--- src/rtl/trsg_pkg.sv ---
`default_nettype none
package trsg_pkg;
  localparam int HistoryDepth = 16;
  localparam int SlotW = $clog2(HistoryDepth);
  localparam int CountW = $clog2(HistoryDepth + 1);
  localparam int PosW = 24;
  localparam int TimeW = 32;
  localparam int EntryW = 2 * PosW + TimeW;
  localparam int CfgIdxW = 3;
  localparam int CfgDataW = 23;
  localparam int MulAW = 96;
  localparam int MulBW = 64;
  localparam int MulPW = MulAW + MulBW;

  localparam logic [CfgIdxW-1:0] REG_RANGE_LIMIT = 3'd0;
  localparam logic [CfgIdxW-1:0] REG_FORWARD_MIN = 3'd1;
  localparam logic [CfgIdxW-1:0] REG_SPEED_MIN   = 3'd2;
  localparam logic [CfgIdxW-1:0] REG_SPEED_MAX   = 3'd3;
  localparam logic [CfgIdxW-1:0] REG_STALE_LIMIT = 3'd4;
  localparam logic [CfgIdxW-1:0] REG_SPAN_MIN    = 3'd5;

  localparam logic [2:0] RSN_OK    = 3'd0;
  localparam logic [2:0] RSN_NONE  = 3'd1;
  localparam logic [2:0] RSN_STALE = 3'd2;
  localparam logic [2:0] RSN_POSE  = 3'd3;
  localparam logic [2:0] RSN_RANGE = 3'd4;
  localparam logic [2:0] RSN_SLOW  = 3'd5;
  localparam logic [2:0] RSN_FAST  = 3'd6;

  typedef struct packed {
    logic signed [PosW-1:0] x;
    logic signed [PosW-1:0] y;
    logic [TimeW-1:0]       t;
  } entry_t;

  typedef struct packed {
    logic [22:0] range_limit;
    logic [22:0] forward_min;
    logic [15:0] speed_min;
    logic [15:0] speed_max;
    logic [15:0] stale_limit;
    logic [15:0] span_min;
  } cfg_t;
endpackage
`default_nettype wire

--- src/rtl/trsg_cfg.sv ---
`default_nettype none
module trsg_cfg (
  input  wire logic                           clk,
  input  wire logic                           rst,
  input  wire logic                           cfg_we,
  input  wire logic [trsg_pkg::CfgIdxW-1:0]   cfg_index,
  input  wire logic [trsg_pkg::CfgDataW-1:0]  cfg_data,
  output trsg_pkg::cfg_t                      cfg
);
  import trsg_pkg::*;
  always_ff @(posedge clk) begin
    if (rst) begin
      cfg.range_limit <= 23'd5120;
      cfg.forward_min <= 23'd1280;
      cfg.speed_min   <= 16'd77;
      cfg.speed_max   <= 16'd2048;
      cfg.stale_limit <= 16'd3000;
      cfg.span_min    <= 16'd500;
    end else if (cfg_we) begin
      case (cfg_index)
        REG_RANGE_LIMIT: cfg.range_limit <= cfg_data;
        REG_FORWARD_MIN: cfg.forward_min <= cfg_data;
        REG_SPEED_MIN:   cfg.speed_min   <= cfg_data[15:0];
        REG_SPEED_MAX:   cfg.speed_max   <= cfg_data[15:0];
        REG_STALE_LIMIT: cfg.stale_limit <= cfg_data[15:0];
        REG_SPAN_MIN:    cfg.span_min    <= cfg_data[15:0];
        default: ;
      endcase
    end
  end
endmodule
`default_nettype wire

--- config.mk ---
export PLATFORM = sky130hd
export DESIGN_NAME = trsg_cfg
export DESIGN_NICKNAME = d
export VERILOG_FILES = /design/src/rtl/trsg_pkg.sv /design/src/rtl/trsg_cfg.sv
export SDC_FILE = /design/constraint.sdc
export NUM_CORES = 1
export LEC_CHECK = 0
export BUFFER_PORTS_ARGS = -buffer_cell sky130_fd_sc_hd__buf_2
export CAP_MARGIN = 20
export CELL_PAD_IN_SITES_DETAIL_PLACEMENT = 1
export CELL_PAD_IN_SITES_GLOBAL_PLACEMENT = 1
export CORE_ASPECT_RATIO = 0.8
export CORE_UTILIZATION = 41
export DETAILED_ROUTE_END_ITERATION = 16
export PLACE_DENSITY_LB_ADDON = 0.1
export SYNTH_ARGS = -nofsm -noshare
export SYNTH_HDL_FRONTEND = slang
export SYNTH_SLANG_ARGS = --single-unit
--- constraint.sdc ---
create_clock -name clk -period 3.2 [get_ports clk]
set_input_delay 0.48 -clock clk [delete_from_list [all_inputs] [get_ports clk]]
set_output_delay 0.48 -clock clk [all_outputs]
set_load 0.05 [all_outputs]
Yosys cells after proc, flatten, opt, wreduce, memory -nomap -nowiden
Index checks and enable logic that the tools add are counted.
{ "classes": {"eq_ne": 5, "reduce_logical": 7} }
{ "op_table": {"columns": ["operator", "count"], "rows": [
  ["$reduce_and 2->1", 6],
  ["$eq 3x2->1 const B", 2],
  ["$eq 3x3->1 const B", 2],
  ["$eq 3x1->1 const B", 1],
  ["$logic_not 3->1", 1]
]} }
{ "word_totals": {"wordCells": 18, "out_inout_bits": 110, "inputBits": 29, "ff_bits": 110} }

Depth between registers and ports, before layout
{ "logic_depth": {"depth_word": 2, "depth_mapped": 6, "ltp_nobuf": 2} }

Least setup slack after synthesis
OpenSTA, ideal clock, no wires.
{ "synth_timing": {"kind": "input port to flip-flop", "startpoint": "input port cfg_index[0] (netlist name)", "endpoint": "register cfg[100] (netlist name)", "cell_stages": 4, "setup_time_ns": 0.124, "path_buffers": 2, "arrival_time_ns": 1.424, "required_time_ns": 3.076, "setup_slack_ns": 1.652, "cell_sequence": "buf_2 or4b_4 buf_6 mux2i_1"} }
{ "synth_via": {"elab_chain_len": 2} }
{ "synth_lines": {"columns": ["element", "line_no", "text"], "rows": [
  ["from (decl)", "trsg_cfg.sv:6", "input wire logic [trsg_pkg::CfgIdxW-1:0] cfg_index,"],
  ["$logic_not 3->1", "trsg_cfg.sv:20", "case (cfg_index)"],
  ["$reduce_and 2->1 (no line)", null, null],
  ["to (decl)", "trsg_cfg.sv:8", "output trsg_pkg::cfg_t cfg"]
]} }
No other way between the ends.
A chain may end at the register's enable or synchronous reset.

Worst setup path in the final report
{ "layout_timing": {"startpoint": "input port cfg_index[0] (netlist name)", "endpoint": "register cfg[31] (netlist name)"} }
{ "layout_via": {"elab_chain_len": 2} }
{ "layout_lines": {"columns": ["element", "line_no"], "rows": [
  ["$eq 3x3->1", "trsg_cfg.sv:20"],
  ["$reduce_and 2->1 (no line)", null]
]} }
No other way between the ends.

==> metrics <==
Crit Path Class input port to register; Initial DRC Count 166; fin nets 560; Chip Height ~95 um; biggest regs cfg x110; Num CTS Buffers 9; Synth Flop Type dfxtp_1; Seq/Total Area, Yosys 0.501; aggregate global routing overflow 0; worst-path cell chain buf_2 -> nand4bb_1 -> mux2i_1; Slew HR 0.305; Routability Congestion 0.737; synthesized flop and latch total 110; Root Driver clkbuf_16; Syn-to-layout area delta 24.5%; setup TNS 0 ns; DRC errors left 0; postcts setup bufs 0; Max Cap Viol 0; top cells by count, synth nand2b_1 (111), dfxtp_1 (110), mux2i_1 (110), nor2_1 (34), clkbuf_1 (15); CP Capture Type register; Ports between 100 and 150; DRT Wirelength between 10000 and 15000 um; Synth cell types 14; Via density 4.79; final-report hold violation count 0; Largest register FFs 110; routed len/inst approximately 17 um; vias in the first global route approximately 3300; Max VDD drop around 0.00025 V; Final Cycle Share 0.548; final instance area 0.00547 mm2; number of port buffers 138; Worst Clk Skew 0 ns; Placed Cells 660; count leader, synth nand2b_1; PD cells around 500 mW/mm2; layout cells sized above 1 0.304; die area between 0.01 and 0.015 mm2; outcome complete, no violations; critical-path maximum fanout 12; endpoints failing setup 0; share of the synthesized area in the top cell type 0.501; worst skew pair latency 0.34 ns; Post-Syn Area approximately 0.0044 mm2; First-pass DRT Iterations 6; synth top area cells dfxtp_1 (50%), mux2i_1 (25%), nand2b_1 (16%); initial core utilization 0.426; largest net degree at the start of global routing around 120; Yosys warning count 0; Critical Path Source Type input port; syn nets between 400 and 500; DP HPWL 8090 um; Post-CTS Hold Fix Bufs 0; CORE AREA about 0.010 mm2; H-tree level count 3; TritonCTS clock tree built; first-pass GRT wire length ~18000 um; cells after synthesis ~400; RSZ-0062 raised after global routing false; initial antenna violation count 0; register name with the most flops cfg; Clock Tree Buf Depth 2; fin crit period 1.75 ns; post_cts resized 0; CP peak stage delay 0.91 ns; Clock transition at path regs 0.07 ns; Tightest Pin Transition 1.04 ns; ANT cells 0; via count 3238; leakage 2.76 nW; filler-free cell count of the finished design a little under 700; FFs w/ async S/R, synth 0; die width around 120 um; Req. time, crit path ~3.5 ns; Fmax approximately 570 MHz; slowest CP cell nand4bb_1; leading area contributor after synthesis dfxtp_1; CP arrival 2.00 ns; clock sink total 110; Synth Area per Inst between 10 and 15 um2; fin. max-slew vios 0; DRT antenna net count 0; GRT Util Overall 0.207; number of synthesized flops with an enable pin 0; Hold Crit Class input port to register; Placement Cell Area 0.00518 mm2; Rows 33
-- cell families after synthesis --
| group | after synthesis | synth area share |
|---|---|---|
| flip-flops | 110 | 0.501 |
| AND/OR/NAND/NOR | 155 | 0.212 |
| multiplexers | 110 | 0.251 |
| buffers and inverters | 32 | 0.0359 |
-- routing by layer --
metal / vias up / GRT usage / part of all wire
met5: - / 0 / 0
met4: 0 / 0.0630 / 0.014
met3: 10 / 0.0580 / 0.051
met2: 80 / 0.341 / 0.47
met1: 1565 / 0.265 / 0.47
li1: 1583 / - / -
-- worst max-delay path, delay by kind of cell --
family        cells  cell delay (ns)
mux               1             0.44
buf+inv           1             0.17
simple gates      1             0.91
-- cells in the final DEF, fill, tap and decap left out, drive strengths merged --
cell type,n
buf,145
clkbuf,13
clkinv,2
clkinvlp,1
dfxtp,110
mux2i,110
nand2b,111
nand4b,2
nand4bb,3
nor2,34
nor4b,1
nor4bb,3
or4b,1
-- metrics by stage --
step / hold slack [ns] / worst slack (ns) / power, mW / utilization
final: 0.422 / 1.45 / 2.81 / 0.530
after global routing: 0.437 / 1.31 / 2.90 / 0.530
after CTS: 0.415 / 1.39 / 2.83 / 0.530
after detailed placement: 0.465 / 1.02 / 1.76 / 0.502
after global placement: 0.456 / 1.10 / 1.75 / 0.502
after floorplan: 0.647 / 1.65 / 1.67 / -
-- worst paths after layout --
kind	from	slack (ns)	depth (start not counted)	endpoint
worst max-delay path	cfg_index[0]	1.45	3	cfg[31]
worst min-delay path	cfg_data[11]	0.42	3	cfg[43]
worst max register to register	cfg[7]	2.51	2	cfg[7]
worst min register to register	cfg[36]	0.47	2	cfg[36]
-- power breakdown --
part           total, mW  switching [mW]  internal, mW
Sequential          1.41          0.0160          1.40
Clock               1.08           0.494         0.590
Combinational      0.308           0.211        0.0969
-- layout make-up --
cell class,count,area (um2)
well taps,140,175
clock buffers,13,270
flip-flops and latches,110,2200
clock inverters,3,17.5
fillers,1189,4850
multi-input cells,265,2060
repair buffers,145,746
No activity file was read; power rests on OpenSTA's default activity.
