`config.mk`:
```
export PLATFORM = sky130hd
export DESIGN_NAME = trsg_store
export DESIGN_NICKNAME = d
export VERILOG_FILES = /design/src/rtl/trsg_pkg.sv /design/src/rtl/trsg_store.sv
export SDC_FILE = /design/constraint.sdc
export NUM_CORES = 1
export LEC_CHECK = 0
export BUFFER_PORTS_ARGS = -buffer_cell sky130_fd_sc_hd__buf_2
export CAP_MARGIN = 5
export CORE_ASPECT_RATIO = 1.1
export CORE_UTILIZATION = 32
export DETAILED_ROUTE_END_ITERATION = 7
export PLACE_DENSITY = 0.48
export REMOVE_ABC_BUFFERS = 1
export SYNTH_ARGS = -nofsm -noshare
export SYNTH_HDL_FRONTEND = slang
export SYNTH_SLANG_ARGS = --single-unit
export TNS_END_PERCENT = 5
```
`constraint.sdc`:
```
create_clock -name clk -period 12.2 [get_ports clk]
set_input_delay 2.44 -clock clk [delete_from_list [all_inputs] [get_ports clk]]
set_output_delay 2.44 -clock clk [all_outputs]
set_load 0.1 [all_outputs]
```
`src/rtl/trsg_pkg.sv`:
```
`default_nettype none
package trsg_pkg;
  localparam int HistoryDepth = 16;
  localparam int SlotW = $clog2(HistoryDepth);
  localparam int CountW = $clog2(HistoryDepth + 1);
  localparam int PosW = 24;
  localparam int TimeW = 32;
  localparam int EntryW = 2 * PosW + TimeW;
  localparam int CfgIdxW = 3;
  localparam int CfgDataW = 23;
  localparam int MulAW = 96;
  localparam int MulBW = 64;
  localparam int MulPW = MulAW + MulBW;

  localparam logic [CfgIdxW-1:0] REG_RANGE_LIMIT = 3'd0;
  localparam logic [CfgIdxW-1:0] REG_FORWARD_MIN = 3'd1;
  localparam logic [CfgIdxW-1:0] REG_SPEED_MIN   = 3'd2;
  localparam logic [CfgIdxW-1:0] REG_SPEED_MAX   = 3'd3;
  localparam logic [CfgIdxW-1:0] REG_STALE_LIMIT = 3'd4;
  localparam logic [CfgIdxW-1:0] REG_SPAN_MIN    = 3'd5;

  localparam logic [2:0] RSN_OK    = 3'd0;
  localparam logic [2:0] RSN_NONE  = 3'd1;
  localparam logic [2:0] RSN_STALE = 3'd2;
  localparam logic [2:0] RSN_POSE  = 3'd3;
  localparam logic [2:0] RSN_RANGE = 3'd4;
  localparam logic [2:0] RSN_SLOW  = 3'd5;
  localparam logic [2:0] RSN_FAST  = 3'd6;

  typedef struct packed {
    logic signed [PosW-1:0] x;
    logic signed [PosW-1:0] y;
    logic [TimeW-1:0]       t;
  } entry_t;

  typedef struct packed {
    logic [22:0] range_limit;
    logic [22:0] forward_min;
    logic [15:0] speed_min;
    logic [15:0] speed_max;
    logic [15:0] stale_limit;
    logic [15:0] span_min;
  } cfg_t;
endpackage
`default_nettype wire

```
`src/rtl/trsg_store.sv`:
```
`default_nettype none
module trsg_store (
  input  wire logic                  clk,
  input  wire logic                  we,
  input  wire logic [trsg_pkg::SlotW-1:0] waddr,
  input  wire trsg_pkg::entry_t      wdata,
  input  wire logic [trsg_pkg::SlotW-1:0] raddr,
  output trsg_pkg::entry_t           rdata
);
  import trsg_pkg::*;
  entry_t mem [HistoryDepth];
  always_ff @(posedge clk) begin
    if (we) begin
      mem[waddr] <= wdata;
    end
    rdata <= mem[raddr];
  end
endmodule
`default_nettype wire

```
# Yosys cells after proc, flatten, opt, wreduce, memory -nomap -nowiden
# Memories as Yosys holds them, arrays and structs flattened. A register that Yosys moved wholly into a read port is not among the register bits.
# Cells that the tools add are included.
# totals
regBits	0
latch_bits	0
ram_bits	1280
mem_bits_ro	0
in_bits	90
word_cells	3
mem_count	1
# memory_table
name	depth	word_bits	rd	rd_clocked_by_memory_dff	wr	line_no	source
mem	16	80	1	1	1	trsg_store.sv:11	entry_t mem [HistoryDepth];
# op_classes
addsub	0
mul	0
div	0
order_cmp	0
eq_ne	0
shifts	0
muxes	2
bitwise	0
reduce_logical	0
# op_table
operator	n
$mux 1	2

# Depth between registers and ports, before layout
# Gate-level depths: netlist of the first run.
# logic_depth
depth_word	2
ltp_mapped	6

# Least setup slack after synthesis of the first run
# OpenSTA, ideal clock, no wires.
# synth_path
path_type	input -> register
start	input port waddr[2] (netlist name)
end	memory mem[0][0] (netlist name), enable pin
setup_ns	0.618
arrival_time_ns	8.376
path_slack_ns	3.207
cell_stages	2
path_buffers	0
cell_sequence	or3b_2 > nor3_1
# synth_rtl
item	line_no	source
start: declaration	trsg_store.sv:5	input wire logic [trsg_pkg::SlotW-1:0] waddr,
end: declaration	trsg_store.sv:11	
# No word-level cell before the write port.

==> out/results.tsv, run 1 <==
metric	value	unit
Max Cap Viol	0	
post-CTS setup buffers	0	
post-synthesis adder-cell area fraction	0	%
main combinational cell family by area after synthesis	multiplexers	
Fin. Hold Viols	0	
cts hold-fix bufs	0	
Die Width	377	µm
Filler Cell Count	13637	
count leader, synth	edfxtp_1	
largest net degree at the start of global routing	115	
share of the synthesized area in the top cell type	77.8	%
Worst-path clk slew	0.07	ns
final setup fails	0	
met1 WL	52300	µm
die area	0.156	mm²
crit end category	flip-flop	
Clock Skews	0.0216	ns
static leakage	0.0182	µW
slew margin rel.	25.2	%
Post-DP HPWL	63500	µm
CP startpoint kind	primary input	
TritonCTS clock tree	done	
CTS sink cnt	1360	
TritonRoute pass-1 iters	7	
number of global-route vias before repair	24119	
post_cts resized	0	
Global Route Usage Sum	15.9	%
Area Overhead vs Synth	16.4	%
RSZ-0062 raised after global routing	no	
sequential share of the synthesized area	81.0	%
post-synthesis mux area share	14.6	%
port bufs	169	
initial DRC count	1946	
Peak VDD IR	0.0937	mV
Top Layer Used	met5	
Yosys top cell by area	edfxtp_1	
CP arrival	5.67	ns
Max clock buf depth	3	
total CTS buffers	141	
CTS HTree Levels	4	
syn_area_per_cell	24.1	µm²
grt total ovfl	0	
Post-Route WL	123000	µm
synth top area cells	edfxtp_1 78%, mux4_2 15%, dfxtp_1 3.2%	
via count	22447	
period utilization	41.3	%
I/O Pins	170	
first-pass GRT wire length	178000	µm
Met3 Wirelength	7470	µm
# DRC	0	
vias per cell	5.00	
Worst-Margin Slew	1.12	ns
Synth cell types	18	
ys async rst share	0	%
power density over the cells	178	mW/mm²
ys flop type	edfxtp_1	
layout cells sized above 1	31.4	%
Layout Nets	2401	
Min-Delay Path Class	flip-flop to flip-flop	
maximum clock frequency	199	MHz
CP required	12.83	ns
Synth Cell Area	0.0494	mm²
Wirelength per Cell	27.5	µm
# rows	150	
initial antenna violation count	34	
xor/xnor share of the synthesized area	0	%
final slew viol count	0	
worst-path fanout max	80	
Hold Slack	0.660	ns
CTS root buffer	clkbuf_16	
Synth top cells by count	1280 x edfxtp_1, 320 x mux4_2, 160 x a22oi_1	
post-synthesis compound-gate area fraction	2.43	%
RePlAce Congestion	0.706	
core area	0.153	mm²
Initial Utilization	32.4	%
flops & latches, synth	1360	
status	finished, final reports clean	
YS warnings	0	
Final Critical Period	5.03	ns
Antenna Nets Post-Route	0	
Die Y	414	µm
WL met2	61300	µm
Worst-Skew Late Latency	0.77	ns
Post-Synth Simple-Gate Area	0.876	%
kind of critical path	primary input to flip-flop	
EDFF count, synth	1280	
Syn Inst Count	2054	
setup tns final	0	ns
==> cell families (layout without fill, tap and decap cells) <==
| group | after synthesis | in the layout |
|---|---|---|
| buffers and inverters | 107 | 483 |
| muxes | 320 | 320 |
| other | 0 | 8 |
| AOI/OAI and AO/OA | 160 | 160 |
| DFF | 1360 | 1360 |
| and+or+nand+nor | 107 | 107 |
==> critical path, cell delays in order <==
cell and delay [ns]:
buf_8 0.53, buf_4 0.83, buf_4 0.95, mux4_2 0.43, a22oi_1 0.24, nand2_1 0.09
==> metal layers <==
layer | vias to the layer above | global-route usage, %
li1 | 9339 | -
met1 | 12254 | 21.7
met2 | 651 | 26.0
met3 | 179 | 3.40
met4 | 24 | 3.78
met5 | - | 0
==> report_power, final <==
part / switching, µW / internal [µW] / total, µW / leakage [µW]
registers: 40.0 / 5220 / 5260 / 0.0122
logic: 498 / 179 / 677 / 0.00371
clock network: 1790 / 2520 / 4310 / 0.00226
==> flip-flops by register name, summed over array words and instances (netlist names) <==
register / cells
rdata: 80
mem: 1280
==> area by class of cell <==
cell class / count / area, µm² / area share (%)
antenna: 8 / 20.0 / 0.0348
clock buffer: 203 / 3980 / 6.91
clock inverter: 59 / 671 / 1.17
multi-input combinational: 587 / 8980 / 15.6
sequential: 1360 / 40000 / 69.6
tap: 2052 / 2570 / 4.46
timing repair buffer: 221 / 1270 / 2.21
==> through the flow <==
stage	power (µW)	std cells	utilization, %	setup WS [ns]	cell area, µm²
3_3_place_gp	6050	4220	34.6	6.35	52900
5_1_grt	10600	4483	37.7	7.05	57500
3_5_place_dp	6060	4220	34.6	6.30	52900
2_1_floorplan	5780	1947	-	3.21	48900
6_report	10300	4490	37.7	7.17	57500
4_1_cts	10400	4482	37.7	7.13	57500
==> path summary, 6_finish.rpt <==
path                                            start  slack (ns)  cells after the start           endpoint
worst min-delay path            mem[14][27]$_DFFE_PP_        0.66                      3  rdata[27]$_DFF_P_
worst max register to register   mem[2][51]$_DFFE_PP_       10.70                      3  rdata[51]$_DFF_P_
worst max-delay path                         raddr[1]        7.17                      6  rdata[66]$_DFF_P_
worst min register to register  mem[14][27]$_DFFE_PP_        0.66                      3  rdata[27]$_DFF_P_
==> layout by cell type (no fill, tap or decap) <==
master      synthesis  layout
edfxtp_1         1280    1280
mux4_2            320     320
buf_2              23     167
a22oi_1           160     160
clkbuf_16           0     145
nand2_1            81      81
dfxtp_1            80      80
buf_4               4      51
clkbuf_1           40      45
clkinv_2            0      17
clkinv_1            0      15
nor2_4              0      13
clkbuf_8            0      13
bufinv_16           0      11
diode_2             0       8
inv_6               0       6
nor3_2              0       4
inv_16              0       3
clkinvlp_4          0       3
nand3b_1            2       2
nand2b_1            2       2
nor2b_4             0       2
clkinv_4            0       2
buf_8               0       2
nand3_1             1       1
or3b_2              1       1
and2_4              0       1
clkinv_16           0       1
clkinv_8            0       1
buf_12              0       1
Note: power is estimated with default switching activity, not from simulation.
==> run 2, diff against run 1 <==
==> constraint.sdc (replaced) <==
create_clock -name clk -period 5 [get_ports clk]
set_input_delay 1 -clock clk [delete_from_list [all_inputs] [get_ports clk]]
set_output_delay 1 -clock clk [all_outputs]
set_load 0.1 [all_outputs]
==> out/results.tsv, run 2 (synthesis gave the netlist of run 1 again) <==
metric	value	unit
status	finished, final reports clean	
final setup fails	0	
Hold Slack	0.615	ns
RePlAce Congestion	0.691	
via count	22435	
Max clock buf depth	3	
Max Cap Viol	0	
most common cell after layout, fill and taps aside	edfxtp_1	
RSZ-0062 raised after global routing	no	
Clock Skews	0.0246	ns
crit path cell chain	buf_2	
Most flops, register	mem	
CTS root buffer	clkbuf_16	
Filler Cell Count	13658	
period utilization	55.1	%
Worst-Margin Slew	0.972	ns
Min-Delay Path Class	primary input to flip-flop	
# DRC	0	
R2R Path Start	mem[10][19]$_DFFE_PP_	
Peak VDD IR	0.242	mV
Storage cell area	0.0400	mm²
CP arrival	1.75	ns
Global Route Usage Sum	15.9	%
TritonRoute pass-1 iters	5	
Die Y	414	µm
DP Worst Slack	1.76	ns
sequential group share of total power	51.9	%
number of global-route vias before repair	24399	
first-pass GRT wire length	177000	µm
CP delay by family, top	flip-flops	
power share of the combinational group	6.7	%
Fin. Hold Viols	0	
post_cts resized	0	
area of the multi-input gates	0.00898	mm²
crit path from	rdata[65]$_DFF_P_	
CTS HTree Levels	4	
die area	0.156	mm²
max reg flops	1280	
Layout Cells excl Fill	4502	
CTS sink cnt	1360	
vias per cell	4.98	
total CTS buffers	140	
Initial Utilization	32.4	%
Hold Startpoint	wdata[57]	
initial DRC count	1837	
Inst Count DP	4237	
Worst-path clk slew	0.06	ns
Wirelength per Cell	27.2	µm
Worst Path Buf+Inv	1	
Worst-Skew Late Latency	0.76	ns
core area	0.153	mm²
grt total ovfl	0	
Die Width	377	µm
Antenna Nets Post-Route	0	
largest net degree at the start of global routing	75	
worst-path fanout max	1	
I/O Pins	170	
Layout Nets	2417	
Post-DP HPWL	62500	µm
kind of critical path	flip-flop to output port	
static leakage	0.0183	µW
layout cells sized above 1	32.1	%
initial antenna violation count	38	
Final Critical Period	2.75	ns
maximum clock frequency	363	MHz
post-CTS setup buffers	0	
sw power	5560	µW
Pint	19200	µW
Slowest-stage cell, CP	dfxtp_1	
Final WS setup	2.25	ns
final slew viol count	0	
Area Overhead vs Synth	17.1	%
Post-Route WL	123000	µm
crit end category	output port	
most frequent cells in the layout	1280 x edfxtp_1, 320 x mux4_2, 167 x buf_2	
CP startpoint kind	flip-flop	
power density over the cells	428	mW/mm²
Clk network pwr share	41.4	%
switch share	22.4	%
cts hold-fix bufs	0	
# rows	150	
final core occ	37.9	%
Largest regs	mem: 1280 flops, rdata: 80 flops	
port bufs	169	
TritonCTS clock tree	done	
slew margin rel.	35.0	%
CP required	4.00	ns
slowest cell delay on critical path	0.51	ns
==> run 2: metrics by stage <==
step | total power (µW) | TNS, ns | area (µm²)
6_report | 24800 | 0 | 57900
5_1_grt | 25500 | 0 | 57900
4_1_cts | 25100 | 0 | 57900
3_5_place_dp | 14800 | 0 | 53300
3_3_place_gp | 14800 | 0 | 53300
2_1_floorplan | 14100 | -877.15 | 48900
==> run 2: metal layers <==
metal  track usage (%)  routed length [µm]  vias to the layer above
li1                  -                   -                     9377
met1              21.9               54100                    12288
met2              25.3               59000                      547
met3              3.39                6750                      189
met4              4.43                2420                       34
met5                 0                 223                        -
==> run 2: layout make-up <==
| cell class | count | area share (%) |
|---|---|---|
| timing repair buffer | 238 | 3.02 |
| tap | 2052 | 4.44 |
| clock buffer | 198 | 6.91 |
| antenna | 9 | 0.0389 |
| multi-input combinational | 587 | 15.5 |
| sequential | 1360 | 69.2 |
| clock inverter | 58 | 0.929 |
==> run 2: worst paths after layout <==
check / endpoint / slack, ns / cells after the start
min reg2reg: rdata[74]$_DFF_P_ / 0.66 / 3
max: rdata[65] / 2.25 / 1
min: mem[1][57]$_DFFE_PP_ / 0.62 / 1
max reg2reg: rdata[19]$_DFF_P_ / 3.60 / 3
==> run 2: power by group through the flow <==
stage / Sequential (µW) / Clock [µW] / Combinational (µW)
floorplan: 13600 / 0 / 488
global placement: 13100 / 0 / 1680
detailed placement: 13100 / 0 / 1700
CTS: 12900 / 10500 / 1710
global route: 12900 / 10900 / 1770
finish: 12800 / 10200 / 1670
